### src/hdl/exchange_file_lexer_core_macros.svh
// Assertion macros for the exchange file lexer.
// Included by modules that check their own logic; expects clk_i and rst_ni in scope.
`ifndef EXCHANGE_FILE_LEXER_CORE_MACROS_SVH
`define EXCHANGE_FILE_LEXER_CORE_MACROS_SVH
`ifndef SYNTHESIS
`define EFL_ASSERT(lbl, prop) \
  lbl: assert property (@(posedge clk_i) disable iff (!rst_ni) (prop)) \
    else $error("efl assertion failed");
`define EFL_ASSERT_ALWAYS(lbl, prop) \
  lbl: assert property (@(posedge clk_i) (prop)) \
    else $error("efl assertion failed");
`else
`define EFL_ASSERT(lbl, prop)
`define EFL_ASSERT_ALWAYS(lbl, prop)
`endif
`endif

### src/hdl/efl_pkg.sv
// Shared types and constants for the exchange file lexer.
// No dependencies; used by the token interface and every module of the block.
package efl_pkg;

  localparam int unsigned OFFSET_BITS_DEF = 32;
  localparam int unsigned QUEUE_DEPTH_DEF = 4;
  localparam int unsigned OUT_OFFSET_W    = 32;

  localparam logic [7:0] CH_LPAREN = 8'h28;
  localparam logic [7:0] CH_RPAREN = 8'h29;
  localparam logic [7:0] CH_EQUAL  = 8'h3D;
  localparam logic [7:0] CH_COMMA  = 8'h2C;
  localparam logic [7:0] CH_SEMI   = 8'h3B;
  localparam logic [7:0] CH_DOLLAR = 8'h24;
  localparam logic [7:0] CH_STAR   = 8'h2A;
  localparam logic [7:0] CH_SLASH  = 8'h2F;
  localparam logic [7:0] CH_QUOTE  = 8'h27;
  localparam logic [7:0] CH_SPACE  = 8'h20;
  localparam logic [7:0] CH_CR     = 8'h0D;
  localparam logic [7:0] CH_LF     = 8'h0A;
  localparam logic [7:0] CH_TAB    = 8'h09;

  localparam logic KIND_WORD     = 1'b0;
  localparam logic KIND_OPERATOR = 1'b1;

  typedef struct packed {
    logic                    emit_word;
    logic                    emit_op;
    logic [7:0]              op_byte;
    logic [OUT_OFFSET_W-1:0] word_start;
    logic [OUT_OFFSET_W-1:0] op_offset;
  } action_t;

  typedef struct packed {
    logic                    token_kind;
    logic [7:0]              operator_byte;
    logic [OUT_OFFSET_W-1:0] start_offset;
    logic                    last;
  } token_t;

endpackage

### src/hdl/efl_if.sv
// Handshake channels of the exchange file lexer: input bytes and output tokens.
// Depends on efl_pkg for the offset width.
interface efl_byte_if;
  logic       valid;
  logic       ready;
  logic [7:0] data_byte;
  logic       stream_end;
  modport source (output valid, data_byte, stream_end, input ready);
  modport sink (input valid, data_byte, stream_end, output ready);
endinterface

interface efl_token_if;
  logic                             valid;
  logic                             ready;
  logic                             token_kind;
  logic [7:0]                       operator_byte;
  logic [efl_pkg::OUT_OFFSET_W-1:0] start_offset;
  logic                             last;
  modport source (output valid, token_kind, operator_byte, start_offset, last, input ready);
  modport sink (input valid, token_kind, operator_byte, start_offset, last, output ready);
endinterface

### src/hdl/efl_front.sv
// Front end: accepts bytes, tracks word, string and comment state, emits actions.
// Depends on efl_pkg.
module efl_front #(
  parameter int unsigned OFFSET_BITS = efl_pkg::OFFSET_BITS_DEF
) (
  input  logic             clk_i,
  input  logic             rst_ni,
  input  logic             valid_i,
  output logic             ready_o,
  input  logic [7:0]       data_byte_i,
  input  logic             stream_end_i,
  input  logic             full_i,
  output logic             push_o,
  output efl_pkg::action_t action_o
);

  logic [OFFSET_BITS-1:0] pos_q, pos_d;
  logic [OFFSET_BITS-1:0] start_q, start_d;
  logic                   active_q, active_d;
  logic                   str_q, str_d;
  logic                   cmt_q, cmt_d;
  logic [7:0]             prev_q, prev_d;

  logic accept;
  logic is_space, is_delim, is_op;
  logic keep_str, keep_cmt;
  logic base_str, base_cmt;
  logic [7:0] base_prev;

  assign ready_o = !full_i;
  assign accept  = valid_i && !full_i;

  assign is_space = (data_byte_i == efl_pkg::CH_SPACE) || (data_byte_i == efl_pkg::CH_CR) ||
                    (data_byte_i == efl_pkg::CH_LF) || (data_byte_i == efl_pkg::CH_TAB);
  assign is_delim = (data_byte_i == efl_pkg::CH_LPAREN) || (data_byte_i == efl_pkg::CH_RPAREN) ||
                    (data_byte_i == efl_pkg::CH_EQUAL) || (data_byte_i == efl_pkg::CH_COMMA) ||
                    (data_byte_i == efl_pkg::CH_SEMI);
  assign is_op    = is_delim || (data_byte_i == efl_pkg::CH_DOLLAR) ||
                    (data_byte_i == efl_pkg::CH_STAR);

  // a fresh word starts from cleared flags
  assign base_str  = active_q ? str_q  : 1'b0;
  assign base_cmt  = active_q ? cmt_q  : 1'b0;
  assign base_prev = active_q ? prev_q : 8'h00;

  always_comb begin
    keep_str = base_str;
    keep_cmt = base_cmt;
    if (base_cmt && base_prev == efl_pkg::CH_STAR && data_byte_i == efl_pkg::CH_SLASH) begin
      keep_cmt = 1'b0;
    end else if (!base_str && !base_cmt && base_prev == efl_pkg::CH_SLASH &&
                 data_byte_i == efl_pkg::CH_STAR) begin
      keep_cmt = 1'b1;
    end else if (!base_cmt && data_byte_i == efl_pkg::CH_QUOTE) begin
      keep_str = !base_str;
    end
  end

  always_comb begin
    pos_d    = pos_q;
    start_d  = start_q;
    active_d = active_q;
    str_d    = str_q;
    cmt_d    = cmt_q;
    prev_d   = prev_q;
    push_o   = 1'b0;
    action_o            = '0;
    action_o.op_byte    = data_byte_i;
    action_o.word_start = efl_pkg::OUT_OFFSET_W'(start_q);
    action_o.op_offset  = efl_pkg::OUT_OFFSET_W'(pos_q);
    if (accept) begin
      if (stream_end_i) begin
        push_o             = active_q;
        action_o.emit_word = 1'b1;
        pos_d    = '0;
        start_d  = '0;
        active_d = 1'b0;
        str_d    = 1'b0;
        cmt_d    = 1'b0;
        prev_d   = 8'h00;
      end else begin
        pos_d = pos_q + OFFSET_BITS'(1);
        if (!active_q) begin
          if (is_op) begin
            push_o           = 1'b1;
            action_o.emit_op = 1'b1;
          end else if (!is_space) begin
            active_d = 1'b1;
            start_d  = pos_q;
            str_d    = keep_str;
            cmt_d    = keep_cmt;
            prev_d   = data_byte_i;
          end
        end else if ((!str_q || cmt_q) && is_delim) begin
          push_o             = 1'b1;
          action_o.emit_word = 1'b1;
          action_o.emit_op   = 1'b1;
          start_d  = '0;
          active_d = 1'b0;
          str_d    = 1'b0;
          cmt_d    = 1'b0;
          prev_d   = 8'h00;
        end else if (!(!cmt_q && !str_q && is_space)) begin
          str_d  = keep_str;
          cmt_d  = keep_cmt;
          prev_d = data_byte_i;
        end
      end
    end
  end

  always_ff @(posedge clk_i or negedge rst_ni) begin
    if (!rst_ni) begin
      pos_q    <= '0;
      start_q  <= '0;
      active_q <= 1'b0;
      str_q    <= 1'b0;
      cmt_q    <= 1'b0;
      prev_q   <= 8'h00;
    end else begin
      pos_q    <= pos_d;
      start_q  <= start_d;
      active_q <= active_d;
      str_q    <= str_d;
      cmt_q    <= cmt_d;
      prev_q   <= prev_d;
    end
  end

endmodule

### src/hdl/efl_queue.sv
// Short action queue between the front and back ends.
// Depends on efl_pkg for the action type.
module efl_queue #(
  parameter int unsigned DEPTH = efl_pkg::QUEUE_DEPTH_DEF
) (
  input  logic             clk_i,
  input  logic             rst_ni,
  input  logic             push_i,
  input  efl_pkg::action_t action_i,
  input  logic             pop_i,
  output efl_pkg::action_t head_o,
  output logic             empty_o,
  output logic             full_o
);

  localparam int unsigned PTR_W = (DEPTH > 1) ? $clog2(DEPTH) : 1;
  localparam int unsigned CNT_W = $clog2(DEPTH + 1);

  efl_pkg::action_t slot_q [DEPTH];
  logic [PTR_W-1:0] wr_ptr_q, rd_ptr_q;
  logic [CNT_W-1:0] count_q;

  assign empty_o = (count_q == '0);
  assign full_o  = (count_q == CNT_W'(DEPTH));
  assign head_o  = slot_q[rd_ptr_q];

  always_ff @(posedge clk_i) begin
    if (push_i) begin
      slot_q[wr_ptr_q] <= action_i;
    end
  end

  always_ff @(posedge clk_i or negedge rst_ni) begin
    if (!rst_ni) begin
      wr_ptr_q <= '0;
      rd_ptr_q <= '0;
      count_q  <= '0;
    end else begin
      if (push_i) begin
        wr_ptr_q <= (wr_ptr_q == PTR_W'(DEPTH - 1)) ? '0 : wr_ptr_q + PTR_W'(1);
      end
      if (pop_i) begin
        rd_ptr_q <= (rd_ptr_q == PTR_W'(DEPTH - 1)) ? '0 : rd_ptr_q + PTR_W'(1);
      end
      if (push_i && !pop_i) begin
        count_q <= count_q + CNT_W'(1);
      end else if (pop_i && !push_i) begin
        count_q <= count_q - CNT_W'(1);
      end
    end
  end

endmodule

### src/hdl/efl_back.sv
// Back end: expands queued actions into one or two tokens through an output register.
// Depends on efl_pkg and the assertion macro header.
`include "exchange_file_lexer_core_macros.svh"
module efl_back (
  input  logic             clk_i,
  input  logic             rst_ni,
  input  efl_pkg::action_t head_i,
  input  logic             empty_i,
  output logic             pop_o,
  output logic             valid_o,
  input  logic             ready_i,
  output efl_pkg::token_t  token_o
);

  logic            valid_q;
  logic            word_sent_q, word_sent_d;
  efl_pkg::token_t token_q, token_d;
  logic            load;

  assign load    = !empty_i && (!valid_q || ready_i);
  assign valid_o = valid_q;
  assign token_o = token_q;

  always_comb begin
    pop_o       = 1'b0;
    word_sent_d = word_sent_q;
    token_d     = token_q;
    if (load) begin
      if (head_i.emit_word && !word_sent_q) begin
        token_d.token_kind    = efl_pkg::KIND_WORD;
        token_d.operator_byte = 8'h00;
        token_d.start_offset  = head_i.word_start;
        token_d.last          = !head_i.emit_op;
        word_sent_d           = head_i.emit_op;
        pop_o                 = !head_i.emit_op;
      end else begin
        token_d.token_kind    = efl_pkg::KIND_OPERATOR;
        token_d.operator_byte = head_i.op_byte;
        token_d.start_offset  = head_i.op_offset;
        token_d.last          = 1'b1;
        word_sent_d           = 1'b0;
        pop_o                 = 1'b1;
      end
    end
  end

  always_ff @(posedge clk_i) begin
    token_q <= token_d;
  end

  always_ff @(posedge clk_i or negedge rst_ni) begin
    if (!rst_ni) begin
      valid_q     <= 1'b0;
      word_sent_q <= 1'b0;
    end else begin
      word_sent_q <= word_sent_d;
      if (load) begin
        valid_q <= 1'b1;
      end else if (ready_i) begin
        valid_q <= 1'b0;
      end
    end
  end

  `EFL_ASSERT(a_word_sent_head, word_sent_q |-> (!empty_i && head_i.emit_word && head_i.emit_op))
  `EFL_ASSERT(a_pop_nonempty, pop_o |-> !empty_i)
  `EFL_ASSERT(a_pair_word_first, (pop_o && head_i.emit_word && head_i.emit_op) |-> word_sent_q)
  `EFL_ASSERT(a_pair_word_not_last, (load && word_sent_d) |=> (valid_q && !token_q.last))

endmodule

### src/hdl/exchange_file_lexer_core.sv
// Exchange file lexer top level: front end, action queue and token back end.
// Depends on efl_pkg, efl_if, efl_front, efl_queue and efl_back.
//
// Usage:
//   byte_i carries one file byte per word (data_byte, stream_end); stream_end
//   flushes a pending word and restarts the byte counter at zero.
//   token_o carries tokens: token_kind, operator_byte, start_offset and last,
//   where last marks the final token caused by one input word.
// Path: a token reaches token_o through the action queue and the output register.
// Throughput: one byte per cycle while the queue is not full; the back end issues
//   one token per cycle while token_o is ready, so a delimiter that closes a word
//   yields two tokens from one byte; the QUEUE_DEPTH action queue absorbs the difference.
// Stall: when token_o is not ready the output register holds, the queue
//   fills, and byte_i.ready drops once the queue is full.
// Reset: rst_ni clears counter, word state, queue and the output valid.
module exchange_file_lexer_core #(
  parameter int unsigned OFFSET_BITS = efl_pkg::OFFSET_BITS_DEF,
  parameter int unsigned QUEUE_DEPTH = efl_pkg::QUEUE_DEPTH_DEF
) (
  input  logic         clk_i,
  input  logic         rst_ni,
  efl_byte_if.sink     byte_i,
  efl_token_if.source  token_o
);

  efl_pkg::action_t action, head;
  efl_pkg::token_t  token;
  logic             push, pop, empty, full;

  efl_front #(
    .OFFSET_BITS (OFFSET_BITS)
  ) u_front (
    .clk_i        (clk_i),
    .rst_ni       (rst_ni),
    .valid_i      (byte_i.valid),
    .ready_o      (byte_i.ready),
    .data_byte_i  (byte_i.data_byte),
    .stream_end_i (byte_i.stream_end),
    .full_i       (full),
    .push_o       (push),
    .action_o     (action)
  );

  efl_queue #(
    .DEPTH (QUEUE_DEPTH)
  ) u_queue (
    .clk_i    (clk_i),
    .rst_ni   (rst_ni),
    .push_i   (push),
    .action_i (action),
    .pop_i    (pop),
    .head_o   (head),
    .empty_o  (empty),
    .full_o   (full)
  );

  efl_back u_back (
    .clk_i   (clk_i),
    .rst_ni  (rst_ni),
    .head_i  (head),
    .empty_i (empty),
    .pop_o   (pop),
    .valid_o (token_o.valid),
    .ready_i (token_o.ready),
    .token_o (token)
  );

  assign token_o.token_kind    = token.token_kind;
  assign token_o.operator_byte = token.operator_byte;
  assign token_o.start_offset  = token.start_offset;
  assign token_o.last          = token.last;

endmodule

### src/flat_wrapper.sv
// flat-port wrapper written by rule: the top's interface ports become plain ports
module exchange_file_lexer_core_flat 
#(
  parameter int unsigned OFFSET_BITS = efl_pkg::OFFSET_BITS_DEF,
  parameter int unsigned QUEUE_DEPTH = efl_pkg::QUEUE_DEPTH_DEF
)
  (clk_i, rst_ni, byte_i_valid, byte_i_data_byte, byte_i_stream_end, byte_i_ready, token_o_valid, token_o_token_kind, token_o_operator_byte, token_o_start_offset, token_o_last, token_o_ready);
  efl_byte_if byte_i_i ();
  efl_token_if token_o_i ();
  input  logic clk_i;
  input  logic rst_ni;
  input wire logic [$bits(byte_i_i.valid)-1:0] byte_i_valid;
  input wire logic [$bits(byte_i_i.data_byte)-1:0] byte_i_data_byte;
  input wire logic [$bits(byte_i_i.stream_end)-1:0] byte_i_stream_end;
  output wire logic [$bits(byte_i_i.ready)-1:0] byte_i_ready;
  output wire logic [$bits(token_o_i.valid)-1:0] token_o_valid;
  output wire logic [$bits(token_o_i.token_kind)-1:0] token_o_token_kind;
  output wire logic [$bits(token_o_i.operator_byte)-1:0] token_o_operator_byte;
  output wire logic [$bits(token_o_i.start_offset)-1:0] token_o_start_offset;
  output wire logic [$bits(token_o_i.last)-1:0] token_o_last;
  input wire logic [$bits(token_o_i.ready)-1:0] token_o_ready;
  assign byte_i_i.valid = byte_i_valid;
  assign byte_i_i.data_byte = byte_i_data_byte;
  assign byte_i_i.stream_end = byte_i_stream_end;
  assign byte_i_ready = byte_i_i.ready;
  assign token_o_valid = token_o_i.valid;
  assign token_o_token_kind = token_o_i.token_kind;
  assign token_o_operator_byte = token_o_i.operator_byte;
  assign token_o_start_offset = token_o_i.start_offset;
  assign token_o_last = token_o_i.last;
  assign token_o_i.ready = token_o_ready;
  exchange_file_lexer_core #(.OFFSET_BITS(OFFSET_BITS), .QUEUE_DEPTH(QUEUE_DEPTH)) u_core (.clk_i(clk_i), .rst_ni(rst_ni), .byte_i(byte_i_i), .token_o(token_o_i));
endmodule
### config.mk
export PLATFORM = sky130hd
export DESIGN_NAME = exchange_file_lexer_core_flat
export DESIGN_NICKNAME = d
export VERILOG_FILES = /design/src/hdl/efl_pkg.sv /design/src/hdl/efl_if.sv /design/src/hdl/efl_front.sv /design/src/hdl/efl_queue.sv /design/src/hdl/efl_back.sv /design/src/hdl/exchange_file_lexer_core.sv /design/src/flat_wrapper.sv
export VERILOG_INCLUDE_DIRS = /design/src /design/src/hdl
export SDC_FILE = /design/constraint.sdc
export NUM_CORES = 1
export LEC_CHECK = 0
export ABC_AREA = 1
export ABC_CLOCK_PERIOD_IN_PS = 14600
export CORE_UTILIZATION = 26
export CTS_CLUSTER_SIZE = 25
export DETAILED_ROUTE_END_ITERATION = 6
export DONT_BUFFER_PORTS = 1
export PLACE_DENSITY = 0.36
export SYNTH_ARGS = -nofsm -noshare
export SYNTH_HDL_FRONTEND = slang
export SYNTH_SLANG_ARGS = --single-unit
### constraint.sdc
create_clock -name clk_i -period 14.6 [get_ports clk_i]
set_clock_uncertainty 0.1 [all_clocks]
set_input_delay 2.92 -clock clk_i [delete_from_list [all_inputs] [get_ports clk_i]]
set_output_delay 2.92 -clock clk_i [all_outputs]
set_load 0.005 [all_outputs]
==> results of run 1 <==
-- registers in the layout (all words and copies together), names as in the netlist --
register,flops
u_core.u_queue.slot_q,296
u_core.u_back.token_o,42
u_core.u_front.pos_q,32
u_core.u_front.start_q,32
u_core.u_front.prev_q,8
u_core.u_queue.count_q,3
u_core.u_queue.rd_ptr_q,2
u_core.u_queue.wr_ptr_q,2
u_core.u_back.valid_o,1
u_core.u_back.word_sent_q,1
u_core.u_front.active_q,1
u_core.u_front.cmt_q,1
u_core.u_front.str_q,1
-- worst max-delay path by stage --
| stage | start | end | cells after the start |
|---|---|---|---|
| after global routing | byte_i_data_byte[6] | u_core.u_queue.slot_q[3][36]$_DFFE_PP_ | 13 |
| after CTS | byte_i_stream_end | u_core.u_queue.slot_q[0][24]$_DFFE_PP_ | 8 |
| after detailed placement | byte_i_stream_end | u_core.u_queue.slot_q[0][46]$_DFFE_PP_ | 8 |
| after floorplan | byte_i_data_byte[6] | u_core.u_queue.slot_q[0][0]$_DFFE_PP_ | 11 |
| after global placement | byte_i_stream_end | u_core.u_queue.slot_q[0][17]$_DFFE_PP_ | 8 |
| final | byte_i_stream_end | u_core.u_queue.slot_q[3][31]$_DFFE_PP_ | 8 |
-- final cells by class --
| class | count | area (µm²) |
|---|---|---|
| inverters | 88 | 333 |
| clock inverters | 18 | 267 |
| repair buffers | 20 | 150 |
| flip-flops and latches | 422 | 12300 |
| clock buffers | 74 | 1440 |
| well taps | 864 | 1080 |
| fillers | 6670 | 45900 |
| multi-input cells | 973 | 4520 |
-- Yosys cell counts (3+ instances only) --
| cell type | n | area share |
|---|---|---|
| o21ai_0 | 170 | 0.049 |
| o22ai_1 | 40 | 0.014 |
| nand2_1 | 224 | 0.048 |
| nand3_2 | 3 | 0.0017 |
| o21ai_1 | 5 | 0.0014 |
| nor2_2 | 4 | 0.0014 |
| a31oi_1 | 34 | 0.012 |
| nor2_1 | 348 | 0.075 |
| nand3b_1 | 3 | 0.0013 |
| a21oi_1 | 21 | 0.0060 |
| nor3_1 | 22 | 0.0063 |
| dfrtp_1 | 84 | 0.12 |
| ha_1 | 7 | 0.0050 |
| nand3_1 | 23 | 0.0066 |
| nand4_1 | 45 | 0.016 |
| inv_2 | 11 | 0.0024 |
| clkbuf_1 | 35 | 0.0076 |
| buf_1 | 5 | 0.0011 |
| buf_2 | 30 | 0.0086 |
| inv_1 | 77 | 0.017 |
| edfxtp_1 | 338 | 0.58 |
| nand2_2 | 5 | 0.0018 |
| buf_6 | 3 | 0.0019 |
-- power by group through the flow --
stage                     Combinational, mW  Sequential (mW)  Clock, mW
after floorplan                       0.638             1.59          0
after global placement                0.945             1.63          0
after detailed placement              0.943             1.63          0
after CTS                             0.947             1.60       1.34
after global routing                   1.05             1.61       1.38
final                                 0.904             1.60       1.29
-- cell families after synthesis --
family	Yosys count
and+or+nand+nor	686
DFF	422
AOI/OAI and AO/OA	276
buffers and inverters	163
adders and majority gates	8
xor gates and xnor gates	3
-- per-layer routing --
metal / global-route usage / wire length, µm / share of wire
met5: 0 / 0 / 0
met1: 0.190 / 22200 / 0.48
met3: 0.0267 / 1610 / 0.035
met2: 0.231 / 21800 / 0.47
met4: 0.0312 / 727 / 0.016
-- per-stage QoR --
step | hold WS (ps) | area (µm²) | utilization
floorplan | 342 | 17400 | -
global placement | 377 | 18300 | 0.278
detailed placement | 372 | 18300 | 0.278
CTS | 395 | 20100 | 0.304
global route | 411 | 20100 | 0.304
finish | 399 | 20100 | 0.304
-- worst register-to-register path, cell delays in order (launching register included) --
cell,delay (ps)
dfrtp_4,630
buf_4,640
nor2_1,140
nor2_1,100
o21ai_0,170
a21oi_4,200
buf_4,410
nand2_1,190
nand2_1,230
ha_1,200
inv_1,80
fa_1,380
a21oi_1,140
o21ai_0,110
xor2_1,150
==> results.ini, run 1 <==
[outcome]
status = finished, violations left
violations = DRC

[synthesis]
synth.area.mux_share = 0
synthXorXnorAreaFrac = 0.00151
syn-cell-area_um2 = 17400
synth_flop_cell = edfxtp_1
syn-num-nets = 1579
synthAdderAreaFrac = 0.00618
synth_top_family_by_area = simple AND/OR/NAND/NOR gates
synthCells = 1558
yosysSeqAreaShare = 0.704
synth-simple-area-share = 0.163
syn_area_per_cell_um2 = 11.2
synth_compound_area_frac = 0.0862
ys_ff_latch = 422
yosysUniqueCellTypes = 38
yosys_warnings = 0
synth_edf_count = 338
ys_async_sr_fraction = 0.199

[global_route]
antenna_found_initial = 0
grt_pass1_vias = 11600
grt_max_degree = 85
grt_pass1_wl_um = 72500
grt_use_total = 0.140
overflow = 0

[critical_path]
rr_worst_depth = 14
cp.required_ps = 14710
crit_chain = inv_1, nor2_1, nand2_1, nand2_2, inv_2, nor2_4, buf_4, buf_4
critPathKind = primary input to flip-flop
slowest_delay_ps = 620
timing.critical_path.mode_cell = buf_4
reg2reg_slack_ps = 10640
critPathBufInv = 4
critPathArrivalTime_ps = 5740
cp-start-kind = primary input
worstSetupEndpointType = flip-flop
cp_slowest_cell = buf_4
worstPathMaxFanout = 39
cp_top_family = buffers and inverters
r2r-end = u_core.u_queue.count_q[2]$_DFFE_PN0P_
r2r-start = u_core.u_queue.rd_ptr_q[0]$_DFFE_PN0P_

[worst_hold_path]
min_path_cells = 2
min-delay-start = u_core.u_front.prev_q[7]$_DFFE_PN0P_
holdPathEnd = u_core.u_front.prev_q[7]$_DFFE_PN0P_
min_path_type = flip-flop to flip-flop

[power]
p_int_mw = 2.56
combPwrFrac = 0.238
swShare = 0.325
netSwitchingPower_mw = 1.23
p_leak_nw = 7.24
ir_worst_vdd_mv = 0.118
p_seq_frac = 0.421
total_power_mw = 3.79
pwr-share-clk = 0.341
p_per_area_nw_per_um2 = 189

[floorplan]
pin_count = 57
num_rows = 94
dieWidth_um = 261
die_height_um = 261
dieArea_um2 = 68000
initial_utilization = 0.264
core_um2 = 66000

[detailed_routing]
wl_um = 46400
dr.pass1.iters = 7
drc = 2
ant_nets = 0
drt_iter0_drc = 673
routedWlPerCell_um = 18.9
avgViaCountPerCell = 4.55
vias = 11200

[clocking]
postCtsSetupBuffers = 0
htreeDepth = 2
cts-root-buf = clkbuf_16
insertion_delay_ps = 580
cts_sinks = 422
cts_tree = yes
cts_buffer_depth = 3
cts_buffers = 49
ctsHoldBuffers = 0
ctsResizeCount = 0
clkTransAtPathRegs_ps = 60

[sta]
relSlewSlack = 0.416
rsz0062_at_grt = no
hold_viol = 0
report.final.slew_viol_count = 0
worst-slew-pin-transition_ps = 872
fin_ws_ps = 8970
timing.setup.tns_ps = 0
finalCriticalPeriod_ps = 5630
setup-violations-final = 0
max_freq_mhz = 178
finalCritPeriodShare = 0.385

[placed_design]
place_congestion = 0.751
dpl.hpwl_um = 26700
portBuffers = 0
dp_slack_ps = 8250
placedCellCount = 2367

[finish]
nets = 1575
instances_no_fill = 2459
layout_common_cells = 344 x nor2_1, 338 x edfxtp_1, 224 x nand2_1, 170 x o21ai_0, 82 x dfrtp_1
diodes = 0
area_growth_syn_to_layout_pct = 15.3
drive_above_1_share = 0.0846
layout_commonest_cell = nor2_1

[flow_run]
drv_cap = 0

Power figures use the tool's default switching activity.
==> run 2: changes to the inputs <==
ABC_AREA = 0   (was 1)
ABC_CLOCK_PERIOD_IN_PS = 5600   (was 14600)
clock period = 5.6 ns   (was 14.6 ns; I/O delays follow)
==> results.ini, run 2 <==
[detailed_routing]
wl_met2_um = 18200
drc = 0
avgViaCountPerCell = 4.43
dr.pass1.iters = 5
ant_nets = 0
highest_layer = met4
route.met3.wl_um = 1610
vias = 7837
wl_um = 37100
wl_met1_um = 16400
routedWlPerCell_um = 20.9
drt_iter0_drc = 467

[synthesis]
yosys_warnings = 0
synth.area.mux_share = 0.133
synth_common_cells = 338 x edfxtp_1, 84 x dfrtp_1, 73 x mux4_2, 38 x mux2_2, 32 x a22o_1
synth_flop_cell = edfxtp_1
synth.most_common_cell = edfxtp_1
synth_compound_area_frac = 0.0401
syn-num-nets = 894
synth_edf_count = 338
yosysSeqAreaShare = 0.745
synthAdderAreaFrac = 0.00655
synth_top_family_by_area = multiplexers
synthCells = 873
yosysTopAreaCell = edfxtp_1
synth_top_area_frac = 0.617
synth_area_leaders = edfxtp_1 62%, dfrtp_1 13%, mux4_2 10%
synth-simple-area-share = 0.0483
syn_area_per_cell_um2 = 18.8
ys_async_sr_fraction = 0.199
syn-cell-area_um2 = 16400
ys_ff_latch = 422
synthXorXnorAreaFrac = 0.0101
yosysUniqueCellTypes = 59

[critical_path]
critPathKind = flip-flop to flip-flop
worstPathMaxFanout = 28
cp-start-kind = flip-flop
critPathArrivalTime_ps = 4060
cp.required_ps = 6010
worstSetupEndpointType = flip-flop
crit_start = u_core.u_queue.rd_ptr_q[1]$_DFFE_PN0P_
rr_worst_depth = 10
reg2reg_slack_ps = 1950
r2r-end = u_core.u_queue.count_q[2]$_DFFE_PN0P_
r2r-start = u_core.u_queue.rd_ptr_q[1]$_DFFE_PN0P_

[sta]
max_freq_mhz = 274
rsz0062_at_grt = no
relSlewSlack = 0.377
finalCritPeriodShare = 0.652
timing.setup.tns_ps = 0
report.final.slew_viol_count = 0
hold_viol = 0
finalCriticalPeriod_ps = 3650
worst-slew-pin-transition_ps = 932
setup-violations-final = 0

[global_route]
grt_pass1_vias = 8503
antenna_found_initial = 0
overflow = 0
grt_max_degree = 85
grt_use_total = 0.120
grt_pass1_wl_um = 56500

[floorplan]
num_rows = 91
core_um2 = 62100
pin_count = 57
initial_utilization = 0.265
die_height_um = 253
dieArea_um2 = 64200
dieWidth_um = 253

[clocking]
insertion_delay_ps = 590
cts_sinks = 422
ctsResizeCount = 0
cts-root-buf = clkbuf_16
cts_buffers = 49
cts_tree = yes
htreeDepth = 2
cts_buffer_depth = 3
clkTransAtPathRegs_ps = 60
ctsHoldBuffers = 0
postCtsSetupBuffers = 0

[finish]
nets = 914
drive_above_1_share = 0.240
instances_no_fill = 1771
diodes = 0
final_core_util = 0.308
largest-register = u_core.u_queue.slot_q
largest_register_ffs = 296
layout_common_cells = 338 x edfxtp_1, 82 x dfrtp_1, 73 x mux4_2, 49 x clkbuf_16, 38 x mux2_2
area_growth_syn_to_layout_pct = 16.4
layout_commonest_cell = edfxtp_1

[placed_design]
place_congestion = 0.675
dpl.hpwl_um = 20100
portBuffers = 0
placedCellCount = 1679

[power]
ir_worst_vdd_mv = 0.212
p_per_area_nw_per_um2 = 478
p_leak_nw = 6.15

[flow_run]
drv_cap = 0

[outcome]
status = finished, final reports clean

[worst_hold_path]
min_path_type = primary input to asynchronous set/reset pin

==> run 2: how the worst max path moves through the flow <==
stage	end	slack, ps
2_1_floorplan	u_core.u_queue.count_q[1]$_DFFE_PN0P_	220
3_3_place_gp	u_core.u_queue.slot_q[1][27]$_DFFE_PP_	1420
3_5_place_dp	u_core.u_queue.slot_q[2][7]$_DFFE_PP_	1380
4_1_cts	u_core.u_queue.count_q[2]$_DFFE_PN0P_	1790
5_1_grt	u_core.u_queue.count_q[2]$_DFFE_PN0P_	1550
6_report	u_core.u_queue.count_q[2]$_DFFE_PN0P_	1950
==> run 2: kinds of logic (layout without fill, tap and decap cells) <==
logic type                 count (synthesis)  in the layout
AOI/OAI and AO/OA                         93             93
xor gates and xnor gates                  19             19
adders and majority gates                  8              8
buffers and inverters                     65            126
DFF                                      422            422
muxes                                    121            121
and+or+nand+nor                          145            145
==> run 2: layout make-up <==
cell class | count | area, µm²
Fill cell | 5965 | 42900
Sequential cell | 422 | 12300
Multi-Input combinational cell | 386 | 3950
Clock buffer | 62 | 1320
Tap cell | 837 | 1050
Clock inverter | 30 | 298
Timing Repair Buffer | 15 | 188
Inverter | 19 | 71.3
==> run 2: through the flow <==
step	cell area [µm²]	worst slack, ps	hold slack (ps)	power, mW
after floorplan	16400	220	356	5.47
after global placement	17500	1420	374	6.13
after detailed placement	17500	1380	379	6.12
after CTS	19100	1790	91.6	9.37
after global routing	19100	1550	96.1	9.61
final	19100	1950	137	9.14
==> run 2: layer usage <==
| metal | vias up | global-route usage |
|---|---|---|
| met3 | 56 | 0.0248 |
| met5 | - | 0 |
| li1 | 3522 | - |
| met4 | 0 | 0.0397 |
| met2 | 126 | 0.197 |
| met1 | 4133 | 0.156 |
==> run 2: worst max-delay path, cell delays in order, from the launching register on <==
cell	delay [ps]
dfrtp_2	820
buf_4	580
mux2_2	250
a21oi_1	90
o21ai_0	530
ha_1	290
inv_1	60
fa_1	370
xor2_1	160
nor2_1	110
xor2_1	170
==> run 2: report_power, final <==
part / switching, mW / total, mW / internal (mW)
Combinational: 0.882 / 1.73 / 0.846
Clock: 1.30 / 3.19 / 1.90
Sequential: 0.301 / 4.22 / 3.92
==> run 3: changes to the inputs <==
ABC_AREA = 1   (was 0)
ABC_CLOCK_PERIOD_IN_PS = 3500   (was 5600)
clock period = 3.5 ns   (was 5.6 ns; I/O delays follow)
==> results.ini, run 3 (synthesis gave the netlist of run 1 again) <==
[detailed_routing]
vias = 11300
ant_nets = 0
wl_um = 46600
drt_iter0_drc = 608
routedWlPerCell_um = 18.8
drc = 2
dr.pass1.iters = 7
avgViaCountPerCell = 4.55

[sta]
max_freq_mhz = 361
hold_viol = 0
report.final.slew_viol_count = 0
finalCritPeriodShare = 0.791
rsz0062_at_grt = no
relSlewSlack = 0.256
worst-slew-pin-transition_ps = 1120
setup-violations-final = 0
hold_slack_ps = 109
finalCriticalPeriod_ps = 2770

[outcome]
status = finished, violations left
violations = DRC

[worst_hold_path]
min_path_type = primary input to flip-flop

[finish]
layout_common_cells = 344 x nor2_1, 338 x edfxtp_1, 224 x nand2_1, 170 x o21ai_0, 82 x dfrtp_1
largest-register = u_core.u_queue.slot_q
drive_above_1_share = 0.0888
layout_commonest_cell = nor2_1
nets = 1591
nFillCells = 6742
final_cell_area_um2 = 20200
area_growth_syn_to_layout_pct = 15.9
largest_register_ffs = 296
diodes = 0

[placed_design]
portBuffers = 0
dpl.hpwl_um = 27000
place_area_um2 = 18600
place_congestion = 0.763

[clocking]
htreeDepth = 2
cts_buffers = 50
cts_tree = yes
clkTransAtPathRegs_ps = 60
cts_sinks = 422
cts-root-buf = clkbuf_16
postCtsSetupBuffers = 0
insertion_delay_ps = 590
cts_buffer_depth = 3
ctsResizeCount = 0
ctsHoldBuffers = 2

[critical_path]
reg2reg_slack_ps = 730
crit_chain = inv_4, buf_4, o21ai_0, o22ai_1, nor2_1, a31oi_1
slowest_delay_ps = 770
critPathArrivalTime_ps = 3080
cp_top_family = buffers and inverters
critical_path_depth = 6
worstSetupEndpointType = flip-flop
endpoint = u_core.u_back.token_o[3]$_DFFE_PP_
critPathBufInv = 2
crit_start = u_core.u_queue.rd_ptr_q[0]$_DFFE_PN0P_
r2r-start = u_core.u_queue.rd_ptr_q[0]$_DFFE_PN0P_
cp.required_ps = 3810
r2r-end = u_core.u_back.token_o[3]$_DFFE_PP_
cp_slowest_cell = buf_4
cp-start-kind = flip-flop
rr_worst_depth = 6
critPathKind = flip-flop to flip-flop
worstPathMaxFanout = 93

[power]
p_per_area_nw_per_um2 = 772
combPwrFrac = 0.247
p_int_mw = 10.3
pwr-share-clk = 0.324
p_seq_frac = 0.430
ir_worst_vdd_mv = 0.389
netSwitchingPower_mw = 5.24
swShare = 0.337
p_leak_nw = 7.26

[global_route]
grt_use_total = 0.140
antenna_found_initial = 0
grt_max_degree = 94
grt_pass1_wl_um = 72500
grt_pass1_vias = 11600
overflow = 0

[floorplan]
dieWidth_um = 261
pin_count = 57
die_height_um = 261
core_um2 = 66000
num_rows = 94
initial_utilization = 0.264
dieArea_um2 = 68000

[flow_run]
drv_cap = 0

-- run 3: metal layers --
| metal | track usage | vias to the layer above | part of all wire |
|---|---|---|---|
| met2 | 0.229 | 145 | 0.47 |
| li1 | - | 5464 | - |
| met3 | 0.0216 | 70 | 0.032 |
| met1 | 0.191 | 5571 | 0.48 |
| met5 | 0 | - | 0 |
| met4 | 0.0426 | 0 | 0.021 |
-- run 3: power by group through the flow --
stage	logic (mW)	clock network (mW)	registers (mW)
5_1_grt	4.41	5.39	6.78
4_1_cts	3.99	5.22	6.72
6_report	3.84	5.04	6.69
2_1_floorplan	2.68	0	6.60
3_5_place_dp	3.96	0	6.82
3_3_place_gp	3.96	0	6.82
-- run 3: stage by stage --
step | setup WS, ps | util | instances | power, mW | TNS (ps)
4_1_cts | 682 | 0.306 | 2475 | 15.9 | 0
2_1_floorplan | -593 | - | 1558 | 9.29 | -175500
3_5_place_dp | 370 | 0.281 | 2380 | 10.8 | 0
5_1_grt | 448 | 0.306 | 2475 | 16.6 | 0
3_3_place_gp | 369 | 0.281 | 2380 | 10.8 | 0
6_report | 732 | 0.306 | 2475 | 15.6 | 0
-- run 3: area by class of cell --
| cell class | count | area (µm²) | share of cell area |
|---|---|---|---|
| Clock buffer | 69 | 1360 | 0.0677 |
| Clock inverter | 24 | 204 | 0.0101 |
| Inverter | 88 | 333 | 0.0165 |
| Multi-Input combinational cell | 973 | 4520 | 0.224 |
| Sequential cell | 422 | 12300 | 0.608 |
| Tap cell | 864 | 1080 | 0.0536 |
| Timing Repair Buffer | 35 | 398 | 0.0197 |
-- run 3: how the worst min path moves through the flow --
stage                     depth (start not counted)  slack [ps]           startpoint                                endpoint
after floorplan                                   0         300               rst_ni       u_core.u_back.valid_o$_DFFE_PN0P_
after global placement                            0         310               rst_ni       u_core.u_back.valid_o$_DFFE_PN0P_
after detailed placement                          0         310               rst_ni       u_core.u_back.valid_o$_DFFE_PN0P_
after CTS                                         0          60  byte_i_data_byte[6]  u_core.u_queue.slot_q[0][70]$_DFFE_PP_
after global routing                              0          70  byte_i_data_byte[6]  u_core.u_queue.slot_q[0][70]$_DFFE_PP_
final                                             0         110  byte_i_data_byte[1]  u_core.u_queue.slot_q[3][65]$_DFFE_PP_
